`config.mk`:
```
export PLATFORM = sky130hd
export DESIGN_NAME = qlrp_cfg
export DESIGN_NICKNAME = d
export VERILOG_FILES = /design/src/rtl/qlrp_pkg.sv /design/src/rtl/qlrp_cfg.sv
export SDC_FILE = /design/constraint.sdc
export NUM_CORES = 1
export LEC_CHECK = 0
export BUFFER_PORTS_ARGS = -buffer_cell sky130_fd_sc_hd__buf_2
export CAP_MARGIN = 15
export CORE_UTILIZATION = 35
export CTS_BUF_LIST = sky130_fd_sc_hd__clkbuf_8 sky130_fd_sc_hd__clkbuf_16
export DETAILED_ROUTE_END_ITERATION = 10
export PLACE_DENSITY = 0.57
export SLEW_MARGIN = 40
export SYNTH_ARGS = -nofsm -noshare
export SYNTH_HDL_FRONTEND = slang
export SYNTH_SLANG_ARGS = --single-unit
```
`constraint.sdc`:
```
create_clock -name clk -period 1.75 [get_ports clk]
set_input_delay 0 -clock clk [delete_from_list [all_inputs] [get_ports clk]]
set_output_delay 0 -clock clk [all_outputs]
set_load 0.005 [all_outputs]
```
`src/rtl/qlrp_pkg.sv`:
```
// Shared types and constants of the quantized linear recurrence pool.
// Used by every module of the block; depends on nothing else.
package qlrp_pkg;

    localparam int QLRP_NUM_CHANNELS = 256;

    localparam int CODE_W     = 8;
    localparam int SCALE_W    = 24;
    localparam int STATE_W    = 32;
    localparam int OPND_W     = 34;
    localparam int PROD_W     = 66;
    localparam int IN_DATA_W  = 24;
    localparam int OUT_DATA_W = 24;
    localparam int CFG_IDX_W  = 8;
    localparam int CFG_DATA_W = 24;

    localparam logic [CFG_IDX_W-1:0] REG_MULT_SCALE    = 8'd0;
    localparam logic [CFG_IDX_W-1:0] REG_MULT_ZERO     = 8'd1;
    localparam logic [CFG_IDX_W-1:0] REG_ADD_SCALE     = 8'd2;
    localparam logic [CFG_IDX_W-1:0] REG_ADD_ZERO      = 8'd3;
    localparam logic [CFG_IDX_W-1:0] REG_OUT_INV_SCALE = 8'd4;
    localparam logic [CFG_IDX_W-1:0] REG_OUT_ZERO      = 8'd5;
    localparam logic [CFG_IDX_W-1:0] REG_FIN_INV_SCALE = 8'd6;
    localparam logic [CFG_IDX_W-1:0] REG_FIN_ZERO      = 8'd7;

    // 1.0 in unsigned Q8.16.
    localparam logic [SCALE_W-1:0] SCALE_ONE = 24'h01_0000;

    typedef struct packed {
        logic [SCALE_W-1:0] mult_scale;
        logic [CODE_W-1:0]  mult_zero;
        logic [SCALE_W-1:0] add_scale;
        logic [CODE_W-1:0]  add_zero;
        logic [SCALE_W-1:0] out_inv_scale;
        logic [CODE_W-1:0]  out_zero;
        logic [SCALE_W-1:0] fin_inv_scale;
        logic [CODE_W-1:0]  fin_zero;
    } cfg_t;

    typedef enum logic [2:0] {
        ST_CLEAR,
        ST_IDLE,
        ST_DEQ,
        ST_MUL,
        ST_ACC,
        ST_REQ_OUT,
        ST_REQ_FIN,
        ST_DONE
    } ctrl_state_t;

    typedef enum logic [1:0] {
        MUL_RECUR,
        MUL_REQ_OUT,
        MUL_REQ_FIN
    } mul_sel_t;

    typedef struct packed {
        logic     clear_wr;
        logic     accept;
        logic     deq;
        logic     mul_en;
        mul_sel_t mul_sel;
        logic     acc;
        logic     step_latch;
        logic     out_load;
    } dp_cmd_t;

    typedef struct packed {
        logic clear_last;
        logic out_free;
    } dp_status_t;

endpackage

```
`src/rtl/qlrp_cfg.sv`:
```
// Configuration register file of the quantized linear recurrence pool.
// Depends on qlrp_pkg for the register indexes and the cfg_t record.
module qlrp_cfg (
    input  logic                           clk,
    input  logic                           rst_n,
    input  logic                           cfg_valid,
    output logic                           cfg_ready,
    input  logic [qlrp_pkg::CFG_IDX_W-1:0]  cfg_index,
    input  logic [qlrp_pkg::CFG_DATA_W-1:0] cfg_data,
    output qlrp_pkg::cfg_t                 cfg
);
    import qlrp_pkg::*;

    cfg_t cfg_reg;
    cfg_t cfg_next;

    // Writes never stall.
    assign cfg_ready = 1'b1;
    assign cfg       = cfg_reg;

    always_comb
    begin
        cfg_next = cfg_reg;
        if (cfg_valid)
        begin
            unique case (cfg_index)
                REG_MULT_SCALE:    cfg_next.mult_scale    = cfg_data;
                REG_MULT_ZERO:     cfg_next.mult_zero     = cfg_data[CODE_W-1:0];
                REG_ADD_SCALE:     cfg_next.add_scale     = cfg_data;
                REG_ADD_ZERO:      cfg_next.add_zero      = cfg_data[CODE_W-1:0];
                REG_OUT_INV_SCALE: cfg_next.out_inv_scale = cfg_data;
                REG_OUT_ZERO:      cfg_next.out_zero      = cfg_data[CODE_W-1:0];
                REG_FIN_INV_SCALE: cfg_next.fin_inv_scale = cfg_data;
                REG_FIN_ZERO:      cfg_next.fin_zero      = cfg_data[CODE_W-1:0];
                default:           cfg_next = cfg_reg;
            endcase
        end
    end

    always_ff @(posedge clk or negedge rst_n)
    begin
        if (!rst_n)
        begin
            cfg_reg.mult_scale    <= SCALE_ONE;
            cfg_reg.mult_zero     <= '0;
            cfg_reg.add_scale     <= SCALE_ONE;
            cfg_reg.add_zero      <= '0;
            cfg_reg.out_inv_scale <= SCALE_ONE;
            cfg_reg.out_zero      <= '0;
            cfg_reg.fin_inv_scale <= SCALE_ONE;
            cfg_reg.fin_zero      <= '0;
        end
        else
        begin
            cfg_reg <= cfg_next;
        end
    end

endmodule

```
==> results.yml <==
run_status:
  status: "finished clean"
place:
  post-place-ws_ps: 299
  hpwl_microns: 7430
  port_buffers: 162
  placed_cells: 621
  dpl_cell_area_sq_mm: 0.00590
  gp_congestion: 0.739
floorplan:
  rows: 42
  core_region_area_sq_mm: 0.0133
  start_util: 0.361
  chipHeight_microns: 119
  dieArea_sq_mm: 0.0142
  ios: 164
  dieWidth_microns: 119
clock_tree:
  cts_tree: "built"
  htree_levels: 4
  insertion_delay_ps: 400
  post_cts_buffers: 0
  clockRootBuffer: "clkbuf_16"
  numCtsBuffers: 17
  clk_path_buf_depth: 2
  cts.sink_count: 128
  clk_pin_slew_ps: 50
timing:
  worst_pin_slew_ps: 547
  setup_viol: 0
  finClkSkew_ps: 0
  tns_ps: 0
  final.setup.worst_slack_ps: 698
  fin_crit_sh: 0.601
  holdWs_ps: 129
  slew_violations: 0
  maxSlewHeadroom: 0.635
  hold_viol_final: 0
  max_freq_ghz: 0.951
  post-route-min-period_ps: 1050
  rsz0062_at_grt: "false"
worst_hold_path:
  hp-class: "primary input to async pin"
logic_synthesis:
  syn-cell-area_sq_mm: 0.00480
  ys_ff_latch: 128
  synth_cells: 283
  yosysSeqAreaShare: 0.668
  syn_nets: 318
  yosysWarnings: 0
  synth.avg_cell_area_sq_um: 17.0
  synth.distinct_cells: 14
routing:
  wl_met3_microns: 919
  dr_total_vias: 3140
  dr.max_layer_used: "met4"
  wl_met1_microns: 5020
  avgViaCountPerCell: 4.63
  drtIter0Drc: 76
  drc: 0
  wl_per_cell_microns: 16.3
  dr.pass1.iters: 4
  drt_wl_total_microns: 11100
  ant_nets: 0
  wl_met2_microns: 5050
power_and_ir_drop:
  p_total_mw: 7.55
  power_density_mw_per_mm2: 1110
  vdd.ir_drop.worst_v: 0.000574
  leakagePower_nw: 3.85
critical_path:
  cp-end-kind: "primary output"
  required_ps: 1750
  path_cells: "buf_2"
  critPathTopFamily: "flip-flops"
  critPathMaxStageDelay_ps: 530
  arrival_ps: 1050
  path_max_fanout: 2
  cp-start-kind: "flop"
  worstSetupPathType: "flop to primary output"
  slowest_stage: "dfstp_2"
  reg2reg_slack_ps: 970
  cp.buffers_inverters: 1
finish:
  layout-drive-gt1-share: 0.671
  utilization: 0.512
  largest_register_ffs: 128
  seqCellArea_sq_mm: 0.00321
  final_nets: 524
  multi_input_area_sq_mm: 0.00155
  num-fill-cells: 1159
  final_cells: 678
  area_growth_pct: 41.9
  finalInstanceArea_sq_mm: 0.00681
  num_antenna_cells: 0
global_routing:
  grt_use_total: 0.167
  grt_pass1_wl_microns: 17700
  overflow: 0
  grt_max_degree: 47
  grt_pass1_vias: 3274
  antenna_found_initial: 0
flow_run:
  cap_violations: 0
-- power breakdown --
group          internal (mW)  leakage [nW]  switching, mW
Combinational          0.273          1.78          0.235
Clock                   2.66         0.326           1.21
Sequential              3.11          1.75         0.0684
Total                   6.04          3.85           1.51
-- cell usage in the layout (no fill, tap or decap), drive strengths merged --
cell type    count
mux2           128
clkinvlp         2
bufinv           5
dfrtp          124
nor2b            3
nand3            4
dfstp            4
nand4            4
nor2             1
inv              1
dlygate4sd3     25
and2             1
buf            173
conb             1
clkinv           3
clkbuf          21
nor3b            1
nor4             1
-- metal layers --
metal  up-vias  GRT usage
li1       1432          -
met3        10     0.0761
met1      1578      0.208
met4         0     0.0593
met5         -          0
met2       120      0.253
-- cells by family after synthesis --
logic type	synth area share
multiplexers	0.300
flip-flops	0.668
buffers and inverters	0.00938
AND/OR/NAND/NOR	0.0214
other	0.000781
-- Yosys cell counts --
library cell  number  area share
and2_1             1      0.0013
buf_1              1     0.00078
buf_4              1      0.0016
clkbuf_1           9      0.0070
conb_1             1     0.00078
dfrtp_1          124        0.65
dfstp_2            4       0.022
mux2_2           128        0.30
nand3_1            4      0.0042
nand4_1            4      0.0052
nor2_1             1     0.00078
nor2b_1            3      0.0039
nor3b_1            1      0.0016
nor4_4             1      0.0044
-- worst paths after layout --
kind | startpoint | end | cells after the start
max reg2reg | cfg[121] | cfg[121] | 1
min in group clk | cfg_index[1] | cfg[2] | 4
max | cfg[24] | cfg[24] | 1
min reg2reg | cfg[57] | cfg[57] | 1
max in group asynchronous | rst_n | cfg[120] | 3
min | rst_n | cfg[33] | 2
-- what timing repair did --
action | 4_1_cts | 5_1_grt
endpoints found under the hold margin | 165 | 0
hold buffers | 25 | 0
resized for setup | 0 | 0
setup endpoints to repair | 0 | 0
-- area by class of cell --
type / instances / share of cell area
sequential: 128 / 0.471
tap: 176 / 0.0323
clock buffer: 21 / 0.0705
multi-input combinational: 144 / 0.227
clock inverter: 11 / 0.0270
timing repair buffer: 198 / 0.172
Power figures use the tool's default switching activity.
