===== src/rtl/qlrp_pkg.sv =====
// Shared types and constants of the quantized linear recurrence pool.
// Used by every module of the block; depends on nothing else.
package qlrp_pkg;

    localparam int QLRP_NUM_CHANNELS = 256;

    localparam int CODE_W     = 8;
    localparam int SCALE_W    = 24;
    localparam int STATE_W    = 32;
    localparam int OPND_W     = 34;
    localparam int PROD_W     = 66;
    localparam int IN_DATA_W  = 24;
    localparam int OUT_DATA_W = 24;
    localparam int CFG_IDX_W  = 8;
    localparam int CFG_DATA_W = 24;

    localparam logic [CFG_IDX_W-1:0] REG_MULT_SCALE    = 8'd0;
    localparam logic [CFG_IDX_W-1:0] REG_MULT_ZERO     = 8'd1;
    localparam logic [CFG_IDX_W-1:0] REG_ADD_SCALE     = 8'd2;
    localparam logic [CFG_IDX_W-1:0] REG_ADD_ZERO      = 8'd3;
    localparam logic [CFG_IDX_W-1:0] REG_OUT_INV_SCALE = 8'd4;
    localparam logic [CFG_IDX_W-1:0] REG_OUT_ZERO      = 8'd5;
    localparam logic [CFG_IDX_W-1:0] REG_FIN_INV_SCALE = 8'd6;
    localparam logic [CFG_IDX_W-1:0] REG_FIN_ZERO      = 8'd7;

    // 1.0 in unsigned Q8.16.
    localparam logic [SCALE_W-1:0] SCALE_ONE = 24'h01_0000;

    typedef struct packed {
        logic [SCALE_W-1:0] mult_scale;
        logic [CODE_W-1:0]  mult_zero;
        logic [SCALE_W-1:0] add_scale;
        logic [CODE_W-1:0]  add_zero;
        logic [SCALE_W-1:0] out_inv_scale;
        logic [CODE_W-1:0]  out_zero;
        logic [SCALE_W-1:0] fin_inv_scale;
        logic [CODE_W-1:0]  fin_zero;
    } cfg_t;

    typedef enum logic [2:0] {
        ST_CLEAR,
        ST_IDLE,
        ST_DEQ,
        ST_MUL,
        ST_ACC,
        ST_REQ_OUT,
        ST_REQ_FIN,
        ST_DONE
    } ctrl_state_t;

    typedef enum logic [1:0] {
        MUL_RECUR,
        MUL_REQ_OUT,
        MUL_REQ_FIN
    } mul_sel_t;

    typedef struct packed {
        logic     clear_wr;
        logic     accept;
        logic     deq;
        logic     mul_en;
        mul_sel_t mul_sel;
        logic     acc;
        logic     step_latch;
        logic     out_load;
    } dp_cmd_t;

    typedef struct packed {
        logic clear_last;
        logic out_free;
    } dp_status_t;

endpackage


===== src/rtl/qlrp_ctrl.sv =====
// Sequencing state machine of the quantized linear recurrence pool.
// Depends on qlrp_pkg for the state, command and status types.
module qlrp_ctrl (
    input  logic                 clk,
    input  logic                 rst_n,
    input  logic                 in_valid,
    output logic                 in_ready,
    input  qlrp_pkg::dp_status_t status,
    output qlrp_pkg::dp_cmd_t    cmd
);
    import qlrp_pkg::*;

    ctrl_state_t state_reg;
    ctrl_state_t state_next;

    always_comb
    begin
        state_next = state_reg;
        unique case (state_reg)
            ST_CLEAR:   if (status.clear_last) state_next = ST_IDLE;
            ST_IDLE:    if (in_valid) state_next = ST_DEQ;
            ST_DEQ:     state_next = ST_MUL;
            ST_MUL:     state_next = ST_ACC;
            ST_ACC:     state_next = ST_REQ_OUT;
            ST_REQ_OUT: state_next = ST_REQ_FIN;
            ST_REQ_FIN: state_next = ST_DONE;
            ST_DONE:    if (status.out_free) state_next = ST_IDLE;
            default:    state_next = ST_IDLE;
        endcase
    end

    always_comb
    begin
        cmd      = '0;
        in_ready = 1'b0;
        unique case (state_reg)
            ST_CLEAR:
            begin
                cmd.clear_wr = 1'b1;
            end
            ST_IDLE:
            begin
                in_ready   = 1'b1;
                cmd.accept = in_valid;
            end
            ST_DEQ:
            begin
                cmd.deq = 1'b1;
            end
            ST_MUL:
            begin
                cmd.mul_en  = 1'b1;
                cmd.mul_sel = MUL_RECUR;
            end
            ST_ACC:
            begin
                cmd.acc = 1'b1;
            end
            ST_REQ_OUT:
            begin
                cmd.mul_en  = 1'b1;
                cmd.mul_sel = MUL_REQ_OUT;
            end
            ST_REQ_FIN:
            begin
                cmd.step_latch = 1'b1;
                cmd.mul_en     = 1'b1;
                cmd.mul_sel    = MUL_REQ_FIN;
            end
            ST_DONE:
            begin
                cmd.out_load = status.out_free;
            end
            default:
            begin
                cmd = '0;
            end
        endcase
    end

    always_ff @(posedge clk or negedge rst_n)
    begin
        if (!rst_n)
        begin
            state_reg <= ST_CLEAR;
        end
        else
        begin
            state_reg <= state_next;
        end
    end

endmodule


===== config.mk =====
export PLATFORM = sky130hd
export DESIGN_NAME = qlrp_ctrl
export DESIGN_NICKNAME = d
export VERILOG_FILES = /design/src/rtl/qlrp_pkg.sv /design/src/rtl/qlrp_ctrl.sv
export SDC_FILE = /design/constraint.sdc
export NUM_CORES = 1
export LEC_CHECK = 0
export BUFFER_PORTS_ARGS = -buffer_cell sky130_fd_sc_hd__clkbuf_2
export CAP_MARGIN = 30
export CELL_PAD_IN_SITES_DETAIL_PLACEMENT = 1
export CELL_PAD_IN_SITES_GLOBAL_PLACEMENT = 1
export CORE_AREA = 5 5 42 44
export DETAILED_ROUTE_END_ITERATION = 7
export DIE_AREA = 0 0 47 49
export GPL_TIMING_DRIVEN = 0
export PLACE_DENSITY_LB_ADDON = 0.1
export RECOVER_POWER = 100
export SLEW_MARGIN = 40
export SYNTH_ARGS = -nofsm -noshare
export SYNTH_HDL_FRONTEND = slang
export SYNTH_SLANG_ARGS = --single-unit

===== constraint.sdc =====
create_clock -name clk -period 2.9 [get_ports clk]
set_clock_uncertainty 0.15 [all_clocks]
set_input_delay 0.145 -clock clk [delete_from_list [all_inputs] [get_ports clk]]
set_output_delay 0.145 -clock clk [all_outputs]
set_load 0.02 [all_outputs]

==> flow_metrics.tcl <==
set metrics [dict create \
    start_util_pct 21.2 \
    async_flop_share_pct 100 \
    vias 306 \
    cp-startpoint "state_reg[1]" \
    die_x_microns 47 \
    synth.area.top_cells "dfrtp_1 (25%), ha_1 (17%), and2_1 (8.4%)" \
    synth_edf_count 0 \
    synth-main-ff-cell "dfrtp_1" \
    fin_tns_setup_ns 0 \
    grt_remaining_overflow 0 \
    muxShareOfSynthArea_pct 8.44 \
    final_core_util_pct 28.7 \
    antenna_found_initial 0 \
    max_stage_delay_ns 0.40 \
    max_freq_mhz 551 \
    worstPathArrival_ns 1.52 \
    syn_to_final_growth_pct 35.4 \
    max-slew-margin-rel_pct 82.0 \
    hpwl_microns 685 \
    synth_most_common_cell "nor2_1" \
    drive_above_1_share_pct 20.4 \
    synth_compound_area_share_pct 8.86 \
    yosys.area_share.simple_pct 33.8 \
    clockBufferDepth 2 \
    cts_tree "yes" \
    ys_types 19 \
    drv_cap 0 \
    antenna_left 0 \
    cts-resized-gates 0 \
    num_rows 14 \
    seq_area_frac_synth_pct 25.3 \
    hold_ws_ns 0.0945 \
    r2r_start "state_reg[1]" \
    worstPathCellList "inv_1, ha_1, nor2b_1, and2_1, clkbuf_1" \
    grt_pass1_vias 323 \
    yosys-top-cells-count "nor2_1 (5), and2_1 (4), ha_1 (4), dfrtp_1 (3)" \
    cts_sinks 3 \
    worst_pin_slew_ns 0.271 \
    p_leak_nw 0.200 \
    hold_viol_final 0 \
    viasPerCell 4.37 \
    worstPathRequired_ns 2.61 \
    post_cts_buffers 0 \
    cts-root-buf "clkbuf_4" \
    layout.nets 64 \
    first_pass_iters 4 \
    criticalPathCategory "register to output pin" \
    ys_ff_latch 3 \
    h-tree-depth 1 \
    numPortBuffers 14 \
    synth_adder_area_share_pct 16.9 \
    avgSynthCellArea_sq_um 8.47 \
    synthXorXnorAreaFrac_pct 0 \
    critPathMaxFanout 6 \
    syn_area_sq_um 297 \
    synth_top_cell_area_share_pct 25.3 \
    slowest_stage "dfrtp_1" \
    final_area_sq_um 402 \
    synth_top_family_by_area "simple AND/OR/NAND/NOR gates" \
    dieArea_sq_um 2300 \
    cts_buffers 3 \
    finalSetupViolations 0 \
    drc 0 \
    num_io_pins 15 \
    dp_slack_ns 1.16 \
    fp.coreArea_sq_um 1400 \
    clk_latency_ns 0.23 \
    gp_congestion 0.667 \
    synth_top_cell_by_area "dfrtp_1" \
    drtIter0Drc 5 \
    maxSlewViolCount 0 \
    grt_setup_unrepaired "false" \
    drt-total-wl_microns 779 \
    yosys_warnings 0 \
    ir_drop_mv 0.318 \
    reg2reg_depth 6 \
    n_antenna_cell 0 \
    end_kind "output pin" \
    wl_per_cell_microns 11.1 \
    grt.total_usage_pct 8.10 \
    finalCritPeriodShare_pct 62.6 \
    powerDensity_nw_per_um2 1250 \
    synthCells 35 \
    worst_slack_ns 1.08 \
    die_y_microns 49 \
    min_path_type "input port to async pin" \
    status "finished clean" \
    syn-num-nets 44 \
    largest_register_ffs 3 \
    grt_pass1_wl_microns 1310 \
    dpl-instance-area_sq_um 387 \
    layout_min_cycle_time_ns 1.82 \
    nFillCells 182 \
    startpoint_type "register" \
    cts_hold_buf 1 \
    clk_pin_slew_ns 0.04 \
    grt_max_degree 11 \
]
## power breakdown
group | switching [mW] | total (mW) | internal, mW | leakage, nW
clock | 0.0205 | 0.0720 | 0.0515 | 0.0150
combinational | 0.211 | 0.344 | 0.133 | 0.151
sequential | 0.0194 | 0.0857 | 0.0663 | 0.0343
total | 0.251 | 0.502 | 0.250 | 0.200
## placed cells by master, fill, tap and decap left out, types with 2 or more instances in the layout
master	instances
nand2b_1	2
clkbuf_2	5
dfrtp_1	3
a21oi_1	3
and2_1	3
nor2b_1	3
nor2_1	5
inv_1	2
ha_1	4
clkbuf_4	3
clkbuf_1	10
## layout make-up
| cell class | instances | area (sq um) | share of cell area, % |
|---|---|---|---|
| inverter | 2 | 7.51 | 1.87 |
| multi-input combinational | 28 | 191 | 47.7 |
| buffer | 2 | 12.5 | 3.12 |
| tap | 16 | 20.0 | 4.98 |
| clock buffer | 4 | 26.3 | 6.54 |
| timing repair buffer | 15 | 68.8 | 17.1 |
| sequential | 3 | 75.1 | 18.7 |
## critical path, delay by kind of cell (launching register included)
| kind | cells | cell delay [ns] |
|---|---|---|
| DFF | 1 | 0.40 |
| adders and majority gates | 1 | 0.25 |
| and+or+nand+nor | 2 | 0.32 |
| buffers and inverters | 2 | 0.32 |
## kinds of logic (layout without fill, tap and decap cells)
logic type                 count (synthesis)  after routing
buffers and inverters                      4             23
muxes                                      2              2
adders and majority gates                  4              4
and+or+nand+nor                           18             18
DFF                                        3              3
AOI/OAI and AO/OA                          4              4
## per-layer routing
metal | vias up | global-route usage [%] | share of wire, %
li1 | 149 | - | -
met4 | 0 | 8.29 | 4.7
met1 | 134 | 7.49 | 34
met5 | - | 0 | 0
met3 | 4 | 1.85 | 11
met2 | 19 | 13.1 | 50
## final timing paths
path | to | slack (ns)
max in group asynchronous | state_reg[1] | 2.35
worst min-delay path | state_reg[0] | 0.09
worst max-delay path | cmd[7] | 1.08
worst max register to register | state_reg[1] | 1.19
worst min register to register | state_reg[1] | 0.43
min in group clk | state_reg[2] | 0.14
## through the flow
step	std cells	power (mW)
final	70	0.502
after global placement	65	0.464
after detailed placement	65	0.471
after floorplan	35	0.362
after global routing	70	0.555
after CTS	70	0.550
Power figures use the tool's default switching activity.
